`src/rtl/ows_pkg.sv`:
```
// Shared types and constants for the 1-Wire over SPI slot codec.
// No dependencies; imported by every module of the block.
`default_nettype none

package ows_pkg;

    // operation codes carried on the input channel
    localparam logic [2:0] OP_RESET   = 3'd0;
    localparam logic [2:0] OP_WRITE   = 3'd1;
    localparam logic [2:0] OP_READ    = 3'd2;
    localparam logic [2:0] OP_DELAY   = 3'd3;
    localparam logic [2:0] OP_RX_SLOT = 3'd4;

    // result kinds
    localparam logic KIND_TX   = 1'b0;
    localparam logic KIND_DATA = 1'b1;

    // SPI byte patterns for the slots
    localparam logic [7:0] SLOT_ZERO = 8'h03;
    localparam logic [7:0] SLOT_ONE  = 8'h7F;
    localparam logic [7:0] SLOT_MASK = 8'h70;
    localparam logic [7:0] IDLE_BYTE = 8'hFF;
    localparam logic [7:0] LOW_BYTE  = 8'h00;

    // beat index within one item's run
    localparam int unsigned IDX_W = 4;
    localparam logic [IDX_W-1:0] RESET_LOW_CNT = 4'd7;
    localparam logic [IDX_W-1:0] RESET_LAST    = 4'd10;
    localparam logic [IDX_W-1:0] BYTE_LAST     = 4'd7;

    // one beat of the current item, from the generator to the top level
    typedef struct packed {
        logic       emit;   // beat produces a result
        logic       done;   // final beat of the item
        logic       kind;
        logic [7:0] value;
    } beat_t;

    // control strobes to the receive assembler
    typedef struct packed {
        logic step;   // a received slot is taken in
        logic clear;  // bus reset clears the partial byte
    } rx_ctl_t;

    // assembler status back to the generator
    typedef struct packed {
        logic       done;  // this slot completes a byte
        logic [7:0] data;  // assembled byte including this slot
    } rx_stat_t;

endpackage

`default_nettype wire

```
`src/rtl/ows_rx_asm.sv`:
```
// Receive assembler: collects read-slot bits LSB first into a byte.
// Depends on ows_pkg.
`default_nettype none

module ows_rx_asm
    import ows_pkg::*;
(
    input  wire logic       aclk,
    input  wire logic       aresetn,
    input  wire rx_ctl_t    ctl,
    input  wire logic [7:0] slot_byte,
    output rx_stat_t        stat
);

    logic [2:0] bit_count_reg, bit_count_next;
    logic [7:0] rx_shift_reg, rx_shift_next;
    logic [7:0] merged;
    logic       slot_bit;

    always_comb begin
        slot_bit = ((slot_byte & SLOT_MASK) == SLOT_MASK);
        merged   = rx_shift_reg | (8'(slot_bit) << bit_count_reg);
        stat.done = (bit_count_reg == 3'd7);
        stat.data = merged;

        bit_count_next = bit_count_reg;
        rx_shift_next  = rx_shift_reg;
        if (ctl.clear) begin
            bit_count_next = '0;
            rx_shift_next  = '0;
        end else if (ctl.step) begin
            if (stat.done) begin
                bit_count_next = '0;
                rx_shift_next  = '0;
            end else begin
                bit_count_next = bit_count_reg + 3'd1;
                rx_shift_next  = merged;
            end
        end
    end

    always_ff @(posedge aclk) begin
        if (!aresetn) begin
            bit_count_reg <= '0;
            rx_shift_reg  <= '0;
        end else begin
            bit_count_reg <= bit_count_next;
            rx_shift_reg  <= rx_shift_next;
        end
    end

endmodule

`default_nettype wire

```
`src/rtl/ows_slot_gen.sv`:
```
// Slot generator: picks the SPI byte for one beat of the current item.
// Depends on ows_pkg.
`default_nettype none

module ows_slot_gen
    import ows_pkg::*;
(
    input  wire logic [2:0]       operation,
    input  wire logic [7:0]       data,
    input  wire logic [IDX_W-1:0] idx,
    input  wire logic             invert_tx,
    input  wire rx_stat_t         rx,
    output beat_t                 beat
);

    logic [7:0] tx_byte;

    always_comb begin
        tx_byte    = IDLE_BYTE;
        beat.emit  = 1'b1;
        beat.done  = 1'b1;
        beat.kind  = KIND_TX;
        unique case (operation)
            OP_RESET: begin
                tx_byte   = (idx < RESET_LOW_CNT) ? LOW_BYTE : IDLE_BYTE;
                beat.done = (idx == RESET_LAST);
            end
            OP_WRITE: begin
                tx_byte   = data[idx[2:0]] ? SLOT_ONE : SLOT_ZERO;
                beat.done = (idx == BYTE_LAST);
            end
            OP_READ: begin
                tx_byte   = SLOT_ONE;
                beat.done = (idx == BYTE_LAST);
            end
            OP_DELAY: begin
                tx_byte = IDLE_BYTE;
            end
            OP_RX_SLOT: begin
                beat.emit = rx.done;
                beat.kind = KIND_DATA;
            end
            default: begin
                beat.emit = 1'b0;
            end
        endcase
        // received bytes are never inverted
        beat.value = (beat.kind == KIND_DATA) ? rx.data : (tx_byte ^ {8{invert_tx}});
    end

endmodule

`default_nettype wire

```
`src/rtl/onewire_spi_slot_codec_core.sv`:
```
// Top level of the 1-Wire over SPI slot codec: input register, beat
// sequencing and result register. Depends on ows_pkg, ows_slot_gen, ows_rx_asm.
`default_nettype none

// Usage:
//   s_ channel: one item per operation; s_tuser = operation, s_tdata = data.
//   m_ channel: results; m_tdata = value, m_tuser = kind, m_tlast marks the
//   final result of an item.
//   cfg_we/cfg_wdata write invert_tx; write only while the block is idle.
// Path: an accepted item is held in the input register, and each of its
// results is then registered in the result register.
// Throughput: one result per cycle while the result register can take it. The
// input register holds an item for one beat per SPI byte or slot: 11 beats for
// a bus reset, 8 for a write or read byte, 1 for a delay, a received slot or an
// unused code. The beat counter in the input stage sets that figure; a new
// item is taken in the same cycle as its predecessor's final beat fires.
// Reset: aresetn (synchronous, active low) empties both registers, clears
// the receive bit count and the partial byte, and sets invert_tx to 0.
// Stall: while m_tready is low and the result register is full, it holds and
// the input stage waits on any beat that has a result; s_tready is low while
// the input register is occupied and its final beat is not taken.
module onewire_spi_slot_codec_core
    import ows_pkg::*;
(
    input  wire logic       aclk,
    input  wire logic       aresetn,
    input  wire logic       cfg_we,
    input  wire logic       cfg_wdata,   // invert_tx
    input  wire logic       s_tvalid,
    output logic            s_tready,
    input  wire logic [7:0] s_tdata,     // [7:0] data
    input  wire logic [2:0] s_tuser,     // [2:0] operation
    output logic            m_tvalid,
    input  wire logic       m_tready,
    output logic [7:0]      m_tdata,     // [7:0] value
    output logic            m_tuser,     // [0] kind
    output logic            m_tlast
);

    logic             invert_reg;
    logic             in_valid_reg;
    logic [2:0]       op_reg;
    logic [7:0]       data_reg;
    logic [IDX_W-1:0] idx_reg;

    logic             m_valid_reg;
    logic [7:0]       m_value_reg;
    logic             m_kind_reg;
    logic             m_last_reg;

    beat_t    beat;
    rx_ctl_t  rx_ctl;
    rx_stat_t rx_stat;
    logic     out_ready;
    logic     fire;
    logic     take;
    logic     accept;

    ows_slot_gen u_gen (
        .operation (op_reg),
        .data      (data_reg),
        .idx       (idx_reg),
        .invert_tx (invert_reg),
        .rx        (rx_stat),
        .beat      (beat)
    );

    ows_rx_asm u_rx (
        .aclk      (aclk),
        .aresetn   (aresetn),
        .ctl       (rx_ctl),
        .slot_byte (data_reg),
        .stat      (rx_stat)
    );

    always_comb begin
        out_ready    = !m_valid_reg || m_tready;
        fire         = in_valid_reg && (!beat.emit || out_ready);
        take         = fire && beat.done;
        s_tready     = !in_valid_reg || take;
        accept       = s_tvalid && s_tready;
        rx_ctl.step  = fire && (op_reg == OP_RX_SLOT);
        rx_ctl.clear = fire && (op_reg == OP_RESET);
    end

    always_ff @(posedge aclk) begin
        if (!aresetn) begin
            invert_reg   <= 1'b0;
            in_valid_reg <= 1'b0;
            idx_reg      <= '0;
            m_valid_reg  <= 1'b0;
        end else begin
            if (cfg_we) begin
                invert_reg <= cfg_wdata;
            end
            if (s_tready) begin
                in_valid_reg <= s_tvalid;
            end
            if (fire) begin
                idx_reg <= beat.done ? '0 : idx_reg + 1'b1;
            end
            if (out_ready) begin
                m_valid_reg <= fire && beat.emit;
            end
        end
    end

    // payload registers
    always_ff @(posedge aclk) begin
        if (accept) begin
            op_reg   <= s_tuser;
            data_reg <= s_tdata;
        end
        if (fire && beat.emit) begin
            m_value_reg <= beat.value;
            m_kind_reg  <= beat.kind;
            m_last_reg  <= beat.done;
        end
    end

    assign m_tvalid = m_valid_reg;
    assign m_tdata  = m_value_reg;
    assign m_tuser  = m_kind_reg;
    assign m_tlast  = m_last_reg;

`ifndef SYNTHESIS
    a_idx_range: assert property (@(posedge aclk) disable iff (!aresetn)
        idx_reg <= RESET_LAST)
        else $error("beat index out of range");

    a_idx_needs_item: assert property (@(posedge aclk) disable iff (!aresetn)
        (idx_reg != '0) |-> in_valid_reg)
        else $error("beat index running without an item");

    a_data_is_last: assert property (@(posedge aclk) disable iff (!aresetn)
        (m_tvalid && (m_tuser == KIND_DATA)) |-> m_tlast)
        else $error("decoded byte without tlast");

    a_mid_run_holds: assert property (@(posedge aclk) disable iff (!aresetn)
        (in_valid_reg && !take) |=> (in_valid_reg && $stable(op_reg)))
        else $error("item left the input stage before its final beat");
`endif

endmodule

`default_nettype wire

```
`config.mk`:
```
export PLATFORM = sky130hd
export DESIGN_NAME = onewire_spi_slot_codec_core
export DESIGN_NICKNAME = d
export VERILOG_FILES = /design/src/rtl/ows_pkg.sv /design/src/rtl/ows_rx_asm.sv /design/src/rtl/ows_slot_gen.sv /design/src/rtl/onewire_spi_slot_codec_core.sv
export SDC_FILE = /design/constraint.sdc
export NUM_CORES = 1
export LEC_CHECK = 0
export BUFFER_PORTS_ARGS = -buffer_cell sky130_fd_sc_hd__buf_2
export CAP_MARGIN = 20
export CORE_UTILIZATION = 50
export DETAILED_ROUTE_END_ITERATION = 8
export HOLD_SLACK_MARGIN = 0.05
export PLACE_DENSITY = 0.83
export REMOVE_ABC_BUFFERS = 1
export SLEW_MARGIN = 40
export SYNTH_ARGS = -nofsm -noshare
export SYNTH_HDL_FRONTEND = slang
export SYNTH_SLANG_ARGS = --single-unit
export TNS_END_PERCENT = 20
```
`constraint.sdc`:
```
create_clock -name aclk -period 7.3 [get_ports aclk]
set_clock_uncertainty 0.1 [all_clocks]
set_input_delay 2.19 -clock aclk [delete_from_list [all_inputs] [get_ports aclk]]
set_output_delay 2.19 -clock aclk [all_outputs]
set_load 0.02 [all_outputs]
```
## Yosys cells after proc, flatten, opt, wreduce, memory -nomap -nowiden

Cells that the tools add are included.

- Bits in registers: 39
- Input port bits: 17
- Output and inout bits: 12
- Logic and storage cells: 55

- $add $sub $neg: 2
- $lt $le $gt $ge: 2
- Eq/ne operators: 8
- Shifts and indexed selects: 1
- Mux-type cells: 12
- Bitwise gates (word level): 3
- Reductions and logical operators: 16

Operators with widths:

| operator | count |
|---|---|
| $mux W8 | 3 |
| $pmux W8 S3 | 1 |
| $eq A3 B3 Y1 const B | 3 |
| $or A8 B8 Y8 | 1 |
| $shl A1 B3 Y8 | 1 |
| $xor A8 B8 Y8 | 1 |
| $mux W7 | 1 |
| $eq A3 B2 Y1 const B | 2 |
| $logic_and A1 B1 Y1 | 6 |
| $add A4 B1 Y4 const B | 1 |
| $eq A4 B3 Y1 const B | 1 |
| $eq A4 B4 Y1 const B | 1 |
| $lt A3 B4 Y1 const B | 1 |
| $lt A4 B3 Y1 const B | 1 |
| $mux W4 | 1 |
| $pmux W1 S2 | 2 |
| $reduce_or A2 Y1 | 2 |
| $reduce_or A4 Y1 | 1 |
| $add A3 B1 Y3 const B | 1 |
| $bmux W1 S3 | 1 |
| $eq A3 B1 Y1 const B | 1 |
| $logic_not A1 Y1 | 3 |
| $logic_not A3 Y1 | 1 |
| $logic_or A1 B1 Y1 | 3 |
| 3 further kinds | 4 |

## Depth between registers and ports, before layout

- Depth after elaboration: 9
- Gate-level depth with buffers: 6
- Mapped depth without buffers: 6

## Hierarchy

Synthesis repeated with hierarchy kept, for this count alone.

- Cells, all modules: 183
- Area total of the unflattened synthesis: 2005.7 um^2

By module, submodules not included:

| module | instances | cells each | area an instance (um^2) | seq. area each (um^2) |
|---|---|---|---|---|
| onewire_spi_slot_codec_core | 1 | 62 | 987.2 | 770.7 |
| ows_rx_asm | 1 | 63 | 586.8 | 220.2 |
| ows_slot_gen | 1 | 58 | 431.7 | 0.0 |

## Worst setup path before layout

OpenSTA, ideal clock, no wires.

- Kind: input-to-output
- From: input port m_tready
- To: output port s_tready
- Arrival time: 2.838 ns
- Required time: 5.010 ns
- Setup slack: 2.172 ns
- Cell stages on the path: 4
- Path buffers: 0
- Cells stage by stage: nand2b_1 a21o_1 o21ai_0 nand2_1

- Word-level cells in the longest chain between the ends: 5

Ends and longest elaborated chain:

| item | RTL line | RTL |
|---|---|---|
| from (decl) | onewire_spi_slot_codec_core.sv:34 | `input wire logic m_tready,` |
| $logic_or A1 B1 Y1 | onewire_spi_slot_codec_core.sv:77 | `out_ready = !m_valid_reg \|\| m_tready;` |
| $logic_or A1 B1 Y1 | onewire_spi_slot_codec_core.sv:78 | `fire = in_valid_reg && (!beat.emit \|\| out_ready);` |
| $logic_and A1 B1 Y1 | onewire_spi_slot_codec_core.sv:78 |  |
| $logic_and A1 B1 Y1 | onewire_spi_slot_codec_core.sv:79 | `take = fire && beat.done;` |
| $logic_or A1 B1 Y1 | onewire_spi_slot_codec_core.sv:80 | `s_tready = !in_valid_reg \|\| take;` |
| to (decl) | onewire_spi_slot_codec_core.sv:30 | `output logic s_tready,` |

Every way passes these cells.

## Worst setup path after layout

Same ends and word-level chain as after synthesis.

==> flow_summary.toml <==
[outcome]
status = "completed"

[setup_path]
r2r-end = "op_reg[2]"
cp-end-kind = "output port"
crit_arrival_ns = 3.12
cp-startpoint = "m_tready"
r2r_start = "u_rx.bit_count_reg[1]"
start_kind = "input port"
reg2reg_slack_ns = 4.85
cp_max_fo = 8
required_ns = 5.01
path_class = "input port to output port"
r2r_cells = 6

[sta]
max_slew_margin_pct = 44.83
setup_tns_ns = 0
slew_violations = 0
fin_hold_ws_ns = 0.3826
finalCritPeriodShare_pct = 74.14
rsz0062_at_grt = "false"
tightest_slew_ns = 0.8161
timing_hold_violations_final = 0
timing.fmax_mhz = 184.8
min_period_ns = 5.412
setup_viol = 0

[synthesis]
netlist.area_leader.share_pct = 33.51
synth_area_per_cell_um2 = 10.57
ys_seq_area_share_pct = 52.66
yosysMostFrequentCell = "edfxtp_1"
yosys.cell_types.count = 46
synth.area.top_cells = "edfxtp_1, dfxtp_1, nor2_1, a21oi_1, mux2i_1"
yosys.area_share.simple_pct = 19.35
synth-xor-area-share_pct = 0
synth_top_family_by_area = "simple AND/OR/NAND/NOR gates"
synth_edf_count = 21
synthAdderAreaFrac_pct = 2.660
ys_ff_latch = 39
netlist_area_mm2 = 0.001882
synth_mux_area_share_pct = 4.388
yosys_warnings = 0
async_reset_ff_share_pct = 0
syn_inst = 178
yosys.area.top_type = "edfxtp_1"
ys.flop_type = "edfxtp_1"
synth_common_cells = "edfxtp_1, dfxtp_1, nor2_1"
synth_compound_area_share_pct = 16.89

[clocking]
clk_latency_ns = 0.28
cts-buffers-inserted = 5
htreeDepth = 2
post-cts-setup-buffer-count = 0
cts_buffer_depth = 2
ctsHoldBuffers = 0
cts_tree = "yes"
cts-root-buf = "clkbuf_8"
clkSinkCount = 39
path_clk_slew_ns = 0.07
ctsResizeCount = 0

[global_route]
grt-ovfl-total = 0
grt_start_max_net_pins = 19
track_usage_pct = 18.81
grt_pass1_wl_mm = 5.892
grt_pass1_vias = 1326
antenna_found_initial = 0

[finish]
areaGrowthSynthToFinish_pct = 14.89
fin_nets = 225
finish.utilization_pct = 62.34
diodes = 0
drive_gt1_share_pct = 22.93

[power]
ir_worst_vdd_mv = 0.1465
p_per_area_mw_per_mm2 = 216.9
finalPower_mw = 0.4690
leakage_nw = 0.8533

[routing]
first_iter_violations = 86
drt_first_pass_iters = 4
ant_nets = 0
routedWlPerCell_um = 14.07
via_per_inst = 5.869
vias = 1473
drc = 0
routed_wl_mm = 3.531

[floorplan]
core_mm2 = 0.003468
initial_utilization_pct = 54.26
die_h_um = 63.35
ios = 29
die_area_mm2 = 0.004013
rows = 21
die_x_um = 63.35

[flow_run]
maxCapViolations = 0

[place]
dp_hpwl_mm = 2.568
port-buffer-count = 28
gp_congestion = 0.8164

[hold_path]
whs_endpoint = "u_rx.rx_shift_reg[7]"
hold_class = "flip-flop to flip-flop"
hp-start = "u_rx.rx_shift_reg[7]"
holdPathStages = 2
[worst max-delay path: stages]
cell and delay, ns:
buf_2 0.10, nand2b_1 0.17, a21o_1 0.25, o21ai_0 0.16, nand2_1 0.08, buf_2 0.17
[cell families after synthesis]
| family | after synthesis |
|---|---|
| buffers and inverters | 18 |
| multiplexers | 7 |
| flip-flops | 39 |
| AO/OA/AOI/OAI | 45 |
| adder cells (fa/ha/maj) | 4 |
| AND/OR/NAND/NOR | 65 |
[layout by cell type, fill, tap and decap left out, types with 2 or more instances in the layout]
master | netlist | final
a31oi_1 | 4 | 4
clkbuf_8 | 0 | 6
a21oi_2 | 0 | 2
mux2i_1 | 6 | 6
nor2b_1 | 6 | 6
dfxtp_1 | 18 | 18
o21ai_0 | 4 | 4
and3b_1 | 3 | 3
nor4_1 | 5 | 5
buf_2 | 1 | 28
ha_1 | 4 | 4
edfxtp_1 | 21 | 21
nor2_1 | 17 | 17
a311oi_1 | 2 | 2
nand4_1 | 2 | 2
a21o_1 | 2 | 2
a32o_1 | 3 | 3
o31a_1 | 2 | 2
inv_1 | 9 | 9
o211ai_1 | 3 | 3
nor4_2 | 2 | 2
nor3_1 | 4 | 4
nand3_1 | 4 | 4
a21oi_1 | 12 | 10
or3b_2 | 2 | 2
nand2b_1 | 2 | 2
nand2_1 | 10 | 10
a211oi_1 | 4 | 4
[worst max-delay path by stage]
stage          slack [ns]  endpoint
2_1_floorplan        2.17  s_tready
3_3_place_gp         1.96  s_tready
3_5_place_dp         1.89  s_tready
4_1_cts              1.89  s_tready
5_1_grt              1.81  s_tready
6_report             1.89  s_tready
[area by class of cell]
class | count | area (um2)
clock inverter | 2 | 35.03
clock buffer | 6 | 82.58
sequential | 39 | 991.0
fill | 302 | 1306
tap | 46 | 57.56
inverter | 9 | 33.78
timing repair buffer | 28 | 140.1
multi-input combinational | 121 | 822.0
[power breakdown]
| group | total, mW | internal (mW) | switching [mW] |
|---|---|---|---|
| clock network | 0.181 | 0.111 | 0.0708 |
| logic | 0.0392 | 0.0163 | 0.0229 |
| registers | 0.248 | 0.241 | 0.00773 |
| total | 0.469 | 0.367 | 0.101 |
[metal layers]
metal	GRT usage, %	vias to the layer above	share of wire, %
met4	5.966	0	1.4
met5	0	-	0
met3	3.623	6	4.9
met1	23.71	692	45
li1	-	727	-
met2	32.18	48	48
[stage by stage]
step | setup WS (ns) | instances | area (um2)
after floorplan | 2.172 | 169 | 1839
after global placement | 1.964 | 243 | 2037
after detailed placement | 1.894 | 243 | 2041
after CTS | 1.890 | 251 | 2158
after global routing | 1.812 | 251 | 2162
final | 1.888 | 251 | 2162
Note: power is estimated with default switching activity, not from simulation.
